$ cat config.mk
export PLATFORM = sky130hd
export DESIGN_NAME = tli_divider
export DESIGN_NICKNAME = d
export VERILOG_FILES = /design/src/design/table_linear_interpolator_defines.svh /design/src/design/tli_pkg.sv /design/src/design/tli_divider.sv
export SDC_FILE = /design/constraint.sdc
export NUM_CORES = 1
export LEC_CHECK = 0
export BUFFER_PORTS_ARGS = -buffer_cell sky130_fd_sc_hd__buf_4
export CAP_MARGIN = 40
export CORE_MARGIN = 5
export CORE_UTILIZATION = 45
export CTS_CLUSTER_DIAMETER = 40
export CTS_CLUSTER_SIZE = 12
export DETAILED_ROUTE_END_ITERATION = 8
export PLACE_DENSITY = 0.81
export REMOVE_ABC_BUFFERS = 1
export SLEW_MARGIN = 0
export SYNTH_ARGS = -nofsm -noshare
export SYNTH_HDL_FRONTEND = slang
export SYNTH_SLANG_ARGS = --single-unit
$ cat constraint.sdc
create_clock -name clk -period 4.5 [get_ports clk]
set_input_delay 0.9 -clock clk [delete_from_list [all_inputs] [get_ports clk]]
set_output_delay 0.9 -clock clk [all_outputs]
set_load 0.005 [all_outputs]
$ cat src/design/table_linear_interpolator_defines.svh
// Assertion macros shared by the interpolator RTL.
// Define NO_ASSERTIONS to compile the checks out.
`ifndef TABLE_LINEAR_INTERPOLATOR_DEFINES_SVH
`define TABLE_LINEAR_INTERPOLATOR_DEFINES_SVH

`ifndef NO_ASSERTIONS
// Check that holds outside of reset.
`define TLI_ASSERT(label, expr, msg) \
  label: assert property (@(posedge clk) disable iff (rst) expr) else $error(msg);
// Check that holds at every edge, reset included.
`define TLI_ASSERT_ALWAYS(label, expr, msg) \
  label: assert property (@(posedge clk) expr) else $error(msg);
`else
`define TLI_ASSERT(label, expr, msg)
`define TLI_ASSERT_ALWAYS(label, expr, msg)
`endif

`endif

$ cat src/design/tli_pkg.sv
package tli_pkg;

  // Default table depth.
  localparam int DEPTH_DEFAULT = 128;

  // Field widths.
  localparam int IDX_W = 7;
  localparam int X_W   = 16;
  localparam int Y_W   = 32;
  localparam int PIU_W = 8;

  // Reset value of the active point count register.
  localparam logic [PIU_W-1:0] PIU_RESET = 8'd128;

  // Magnitude of (q - x0) * (y1 - y0) always fits in this many bits.
  localparam int NUM_W = 48;

  // Input item kinds carried in tuser.
  localparam logic MODE_LOAD  = 1'b0;
  localparam logic MODE_QUERY = 1'b1;

  // One table point.
  typedef struct packed {
    logic signed [Y_W-1:0] y;
    logic        [X_W-1:0] x;
  } tli_entry_t;

  // Divider request and response.
  typedef struct packed {
    logic             start;
    logic [NUM_W-1:0] dividend;
    logic [X_W-1:0]   divisor;
  } div_req_t;

  typedef struct packed {
    logic             busy;
    logic             done;
    logic [NUM_W-1:0] quotient;
  } div_rsp_t;

endpackage

$ cat src/design/tli_divider.sv
module tli_divider
  import tli_pkg::*;
(
  input  logic     clk,
  input  logic     rst,
  input  div_req_t req,
  output div_rsp_t rsp
);

  localparam int CNT_W = $clog2(NUM_W);

  logic [X_W-1:0]   rem;
  logic [NUM_W-1:0] quo;
  logic [X_W-1:0]   divisor;
  logic [CNT_W-1:0] cnt;
  logic             busy;
  logic             done;

  logic [X_W:0]     rem_sh;
  logic [X_W:0]     trial;
  logic             fits;

  // One restoring step: bring in the next dividend bit and try the subtract.
  always_comb begin
    rem_sh = {rem, quo[NUM_W-1]};
    trial  = rem_sh - {1'b0, divisor};
    fits   = (rem_sh >= {1'b0, divisor});
  end

  // Control: a run takes one step per cycle over all dividend bits.
  always_ff @(posedge clk) begin
    if (rst) begin
      busy <= 1'b0;
      done <= 1'b0;
    end else begin
      done <= 1'b0;
      if (req.start && !busy) begin
        busy <= 1'b1;
      end else if (busy && cnt == '0) begin
        busy <= 1'b0;
        done <= 1'b1;
      end
    end
  end

  // Datapath: the dividend shifts out while the quotient shifts in.
  always_ff @(posedge clk) begin
    if (req.start && !busy) begin
      rem     <= '0;
      quo     <= req.dividend;
      divisor <= req.divisor;
      cnt     <= CNT_W'(NUM_W - 1);
    end else if (busy) begin
      rem <= fits ? trial[X_W-1:0] : rem_sh[X_W-1:0];
      quo <= {quo[NUM_W-2:0], fits};
      cnt <= cnt - CNT_W'(1);
    end
  end

  assign rsp.busy     = busy;
  assign rsp.done     = done;
  assign rsp.quotient = quo;

endmodule

; Word-level counts from Yosys, hierarchy flattened
; Cells that the tools add are included.
; Widths: inputs -> output; s select.
[word_totals]
ff_bits = 88
out_inout_bits = 50
wordCells = 22
[op_classes]
add_sub_neg = 2
order_cmp = 1
n_mux = 6
reduce_logical = 7
[ops]
columns = cell, count
row1 = $mux 48, 2
row2 = $ge 17x16->1, 1
row3 = $mux 16, 1
row4 = $sub 16x16->16, 1
row5 = $logic_not 6->1, 1
row6 = $sub 6x1->6 const B, 1
row7 = $reduce_bool 2->1, 2
row8 = $mux 1, 3
row9 = $logic_and 1x1->1, 2
row10 = $reduce_or 2->1, 1
row11 = $logic_not 1->1, 1

; Depth between registers and ports, before layout
[depth]
depth_word = 4
depth_mapped = 10
ltp_nobuf = 9

; Least setup slack after synthesis
; No wires, ideal clock.
[synth_timing]
path_type = input-to-reg
startpoint = input req[64] (netlist name)
endpoint = register quo[38], data pin
arrival_time_ns = 2.306
required_ns = 4.240
path_slack_ns = 1.934
path_stages = 4
path_cell_list = nor2b_1 -> clkbuf_1 -> buf_1 -> mux2_2
[synth_via]
elab_chain_cells = 2
[synth_rtl]
columns = item, line_no
row1 = start: declaration, tli_divider.sv:6  ; input div_req_t req,
row2 = $logic_and 1x1->1, tli_divider.sv:48  ; if (req.start && !busy) begin
row3 = $mux 48, tli_divider.sv:48
row4 = end signal: assignment, tli_divider.sv:50  ; quo <= req.dividend;
row5 = end signal: assignment, tli_divider.sv:55  ; quo <= {quo[NUM_W-2:0], fits};
row6 = end: declaration, tli_divider.sv:13  ; logic [NUM_W-1:0] quo;
; No other way between the ends.
; A chain may end at the register's enable or synchronous reset.

; Final worst setup path
[layout_timing]
startpoint = register quo[47]
endpoint = register rem[12]
[layout_via]
elab_chain_cells = 2
word_cells_on_any_way = 3
classes_between = add/sub: 1 / order compare: 1 / mux: 1
[layout_rtl]
columns = item, line_no
row1 = $sub 16x16->16 / $ge 17x16->1 (equally long branches), "tli_divider.sv:26, tli_divider.sv:27"
row2 = $mux 16 *, tli_divider.sv:54  ; rem <= fits ? trial[X_W-1:0] : rem_sh[X_W-1:0];
row3 = end signal: assignment, tli_divider.sv:54
row4 = end: declaration, tli_divider.sv:12  ; logic [X_W-1:0] rem;
; Every way passes the cells marked *; elsewhere a longest branch is shown, timed or not.

==> run metrics <==
Final Setup Violations=0; commonest cells after routing, fill and taps aside=buf_4 (119), edfxtp_1 (64), mux2_2 (49); hpwl dp=~7500 um; Die Width=between 100 and 150 um; outcome=complete, no violations; Crit path largest cell delay=0.40 ns; Crit Path Class=reg -> reg; synth top area cells=edfxtp_1 (43%), mux2_2 (12%), dfxtp_1 (11%); Worst setup SP type=register; initial DRC count=132; Slew @ Worst Pin=0.789 ns; Final Hold Vio Count=0; P_sw=0.471 mW; Die H=109 um; Netlist cell types=53; P_int=about 1.5 mW; drt pass-1 iters=4; Total Routing Usage GR=17.7%; Post-Syn Instances=351; top_reg_cell synth=edfxtp_1; Post-synth EDFFs=64; CP max FO=4; Lkg Pwr=2.40 nW; via/cell ratio=5.27; clk sinks=88; Logic pwr share=16.6%; # DRC=0; post-route minimum period=2.64 ns; register area share after synthesis=a little over half; CTS tree=built; fraction of registers with async set/reset=0%; Reg power frac=52.2%; commonest non-fill, non-tap cell in the layout=buf_4; CTS Buffer Depth=2; TritonCTS Buffers=9; Post-CTS Setup Bufs=0; first-pass GRT wire length=about 16000 um; Final GP Congestion=0.800; P per Cell Area=342 mW/mm2; clk root buf=clkbuf_8; yosys warns=0; Cell Rows=36; r2r worst-path depth=9; Clk Latency, worst-skew pair=0.36 ns; worst vdd ir=235 uV; Min-Delay Path Class=reg -> reg; Max Clk Rate=0.379 GHz; post-cts sizing count=0; DR vias=3184; initial antenna violation count=0; Routed WL=10000 um; clk_skew=0.00556 ns; Synth Register Bits=88; synthesized cell area=0.00445 mm2; Data required, critical path=between 4 and 5 ns; Clock Power Share=31.2%; Switching Fraction=roughly 24%; worst hold endpoint=done$_SDFF_PP0_; capturing point of the worst reg2reg path=rem[12]$_SDFFE_PP0P_; Tot Pwr=1.93 mW; CP arrival=roughly 2.9 ns; share of layout cells above drive strength 1=40.8%; Port Buffers=116; grt ovf=0; clock-pin slew on the worst setup and hold paths=0.09 ns; crit share post-route=approximately three fifths; setup TNS=0 ns; cell chain of the critical path=inv_1, ha_1, fa_1, nand2b_1, a21oi_1, o21a_1, a2111oi_0, a311o_1, a221o_1; vias in the first global route=3365; Setup crit end kind=register; relative slew slack=47.3%; P&R area growth vs syn=27.0%; Max Cap Viol=0; number of inserted diodes=0; die footprint=about 0.012 mm2; largest net degree at the start of global routing=55; I/O pin count=117; mean area per synthesized cell=12.7 um2; core outline area=0.00968 mm2; FF-to-FF Start=quo[47]$_DFFE_PP_; top cell type's share of synthesized area=43.2%; R2R setup slack=~1.9 ns; H-Tree Depth=3; RSZ-0062 raised after global routing=false; nets=552; CTS Hold Buffers Added=0; Hold Startpoint=cnt[5]$_SDFFE_PP1P_; Starting Density=45.9%; post-route ant nets=0; worst hold stages=1; slowest CP cell=fa_1; WL/cell=about 17 um; Slew Viols, Final=0; leading area contributor after synthesis=edfxtp_1
## Yosys cell counts, types with 5 or more instances
master,number
xnor2_1,10
ha_1,18
nand2b_1,6
nand2_1,10
nand3_1,5
nor3_1,7
nor2_1,15
a22o_1,7
inv_1,22
dfxtp_1,24
edfxtp_1,64
buf_1,6
and2_1,9
a21oi_1,18
o21ai_0,7
mux2_2,49
o211ai_1,5
a221o_1,10
## final cells by class
type	count	area [um2]
sequential	88	2400
clock inverter	7	95.1
inverter	22	82.6
fill	759	4040
clock buffer	9	124
tap	133	166
multi-input combinational	226	1890
timing repair buffer	119	893
## routing by layer
layer / track usage [%] / routed length, um / vias to the layer above
met1: 21.4 / 4160 / 1505
met3: 6.99 / 1060 / 13
met4: 6.59 / 151 / 0
li1: - / - / 1553
met2: 28.6 / 4660 / 113
met5: 0 / 0 / -
## how the worst max path moves through the flow
stage / startpoint / endpoint / cells after the start
4_1_cts: quo[47]$_DFFE_PP_ / rem[12]$_SDFFE_PP0P_ / 9
2_1_floorplan: req[64] / quo[0]$_DFFE_PP_ / 2
6_report: quo[47]$_DFFE_PP_ / rem[12]$_SDFFE_PP0P_ / 9
3_5_place_dp: req[64] / quo[7]$_DFFE_PP_ / 4
5_1_grt: quo[47]$_DFFE_PP_ / rem[12]$_SDFFE_PP0P_ / 9
3_3_place_gp: req[64] / quo[1]$_DFFE_PP_ / 4
## per-stage QoR
| stage | util, % | cell area (um2) | hold slack [ns] | worst slack (ns) | std cells |
|---|---|---|---|---|---|
| 6_report | 58.3 | 5650 | 0.434 | 1.86 | 604 |
| 5_1_grt | 58.3 | 5650 | 0.461 | 1.72 | 604 |
| 4_1_cts | 58.3 | 5650 | 0.438 | 1.86 | 604 |
| 3_5_place_dp | 56.1 | 5430 | 0.425 | 1.80 | 588 |
| 3_3_place_gp | 56.1 | 5430 | 0.411 | 1.84 | 588 |
| 2_1_floorplan | - | 4360 | 0.397 | 0.0390 | 336 |
## kinds of logic after synthesis
kind of cell / Yosys count / synth area share [%]
multiplexers: 55 / 13.9
buffers and inverters: 37 / 3.74
AND/OR/NAND/NOR: 69 / 8.41
adder cells (fa/ha/maj): 19 / 5.52
XOR/XNOR: 14 / 2.76
AO/OA/AOI/OAI: 69 / 11.7
flip-flops: 88 / 54.0
## critical path: cells and delay by family, from the launching register on
| kind | cells | cell delay (ns) |
|---|---|---|
| buffers and inverters | 1 | 0.07 |
| adders and majority gates | 2 | 0.63 |
| DFF | 1 | 0.37 |
| and+or+nand+nor | 1 | 0.18 |
| AOI/OAI and AO/OA | 5 | 1.29 |
## power by group through the flow
| stage | Sequential (mW) | Clock (mW) | Combinational, mW |
|---|---|---|---|
| 2_1_floorplan | 1.02 | 0 | 0.155 |
| 3_3_place_gp | 1.02 | 0 | 0.312 |
| 3_5_place_dp | 1.02 | 0 | 0.323 |
| 4_1_cts | 1.01 | 0.619 | 0.324 |
| 5_1_grt | 1.02 | 0.650 | 0.352 |
| 6_report | 1.01 | 0.603 | 0.320 |
## state kept, by name (all words and copies together), names as in the netlist
signal and flops:
quo 48, divisor 16, rem 16, cnt 6, busy 1, done 1
Power figures use the tool's default switching activity.
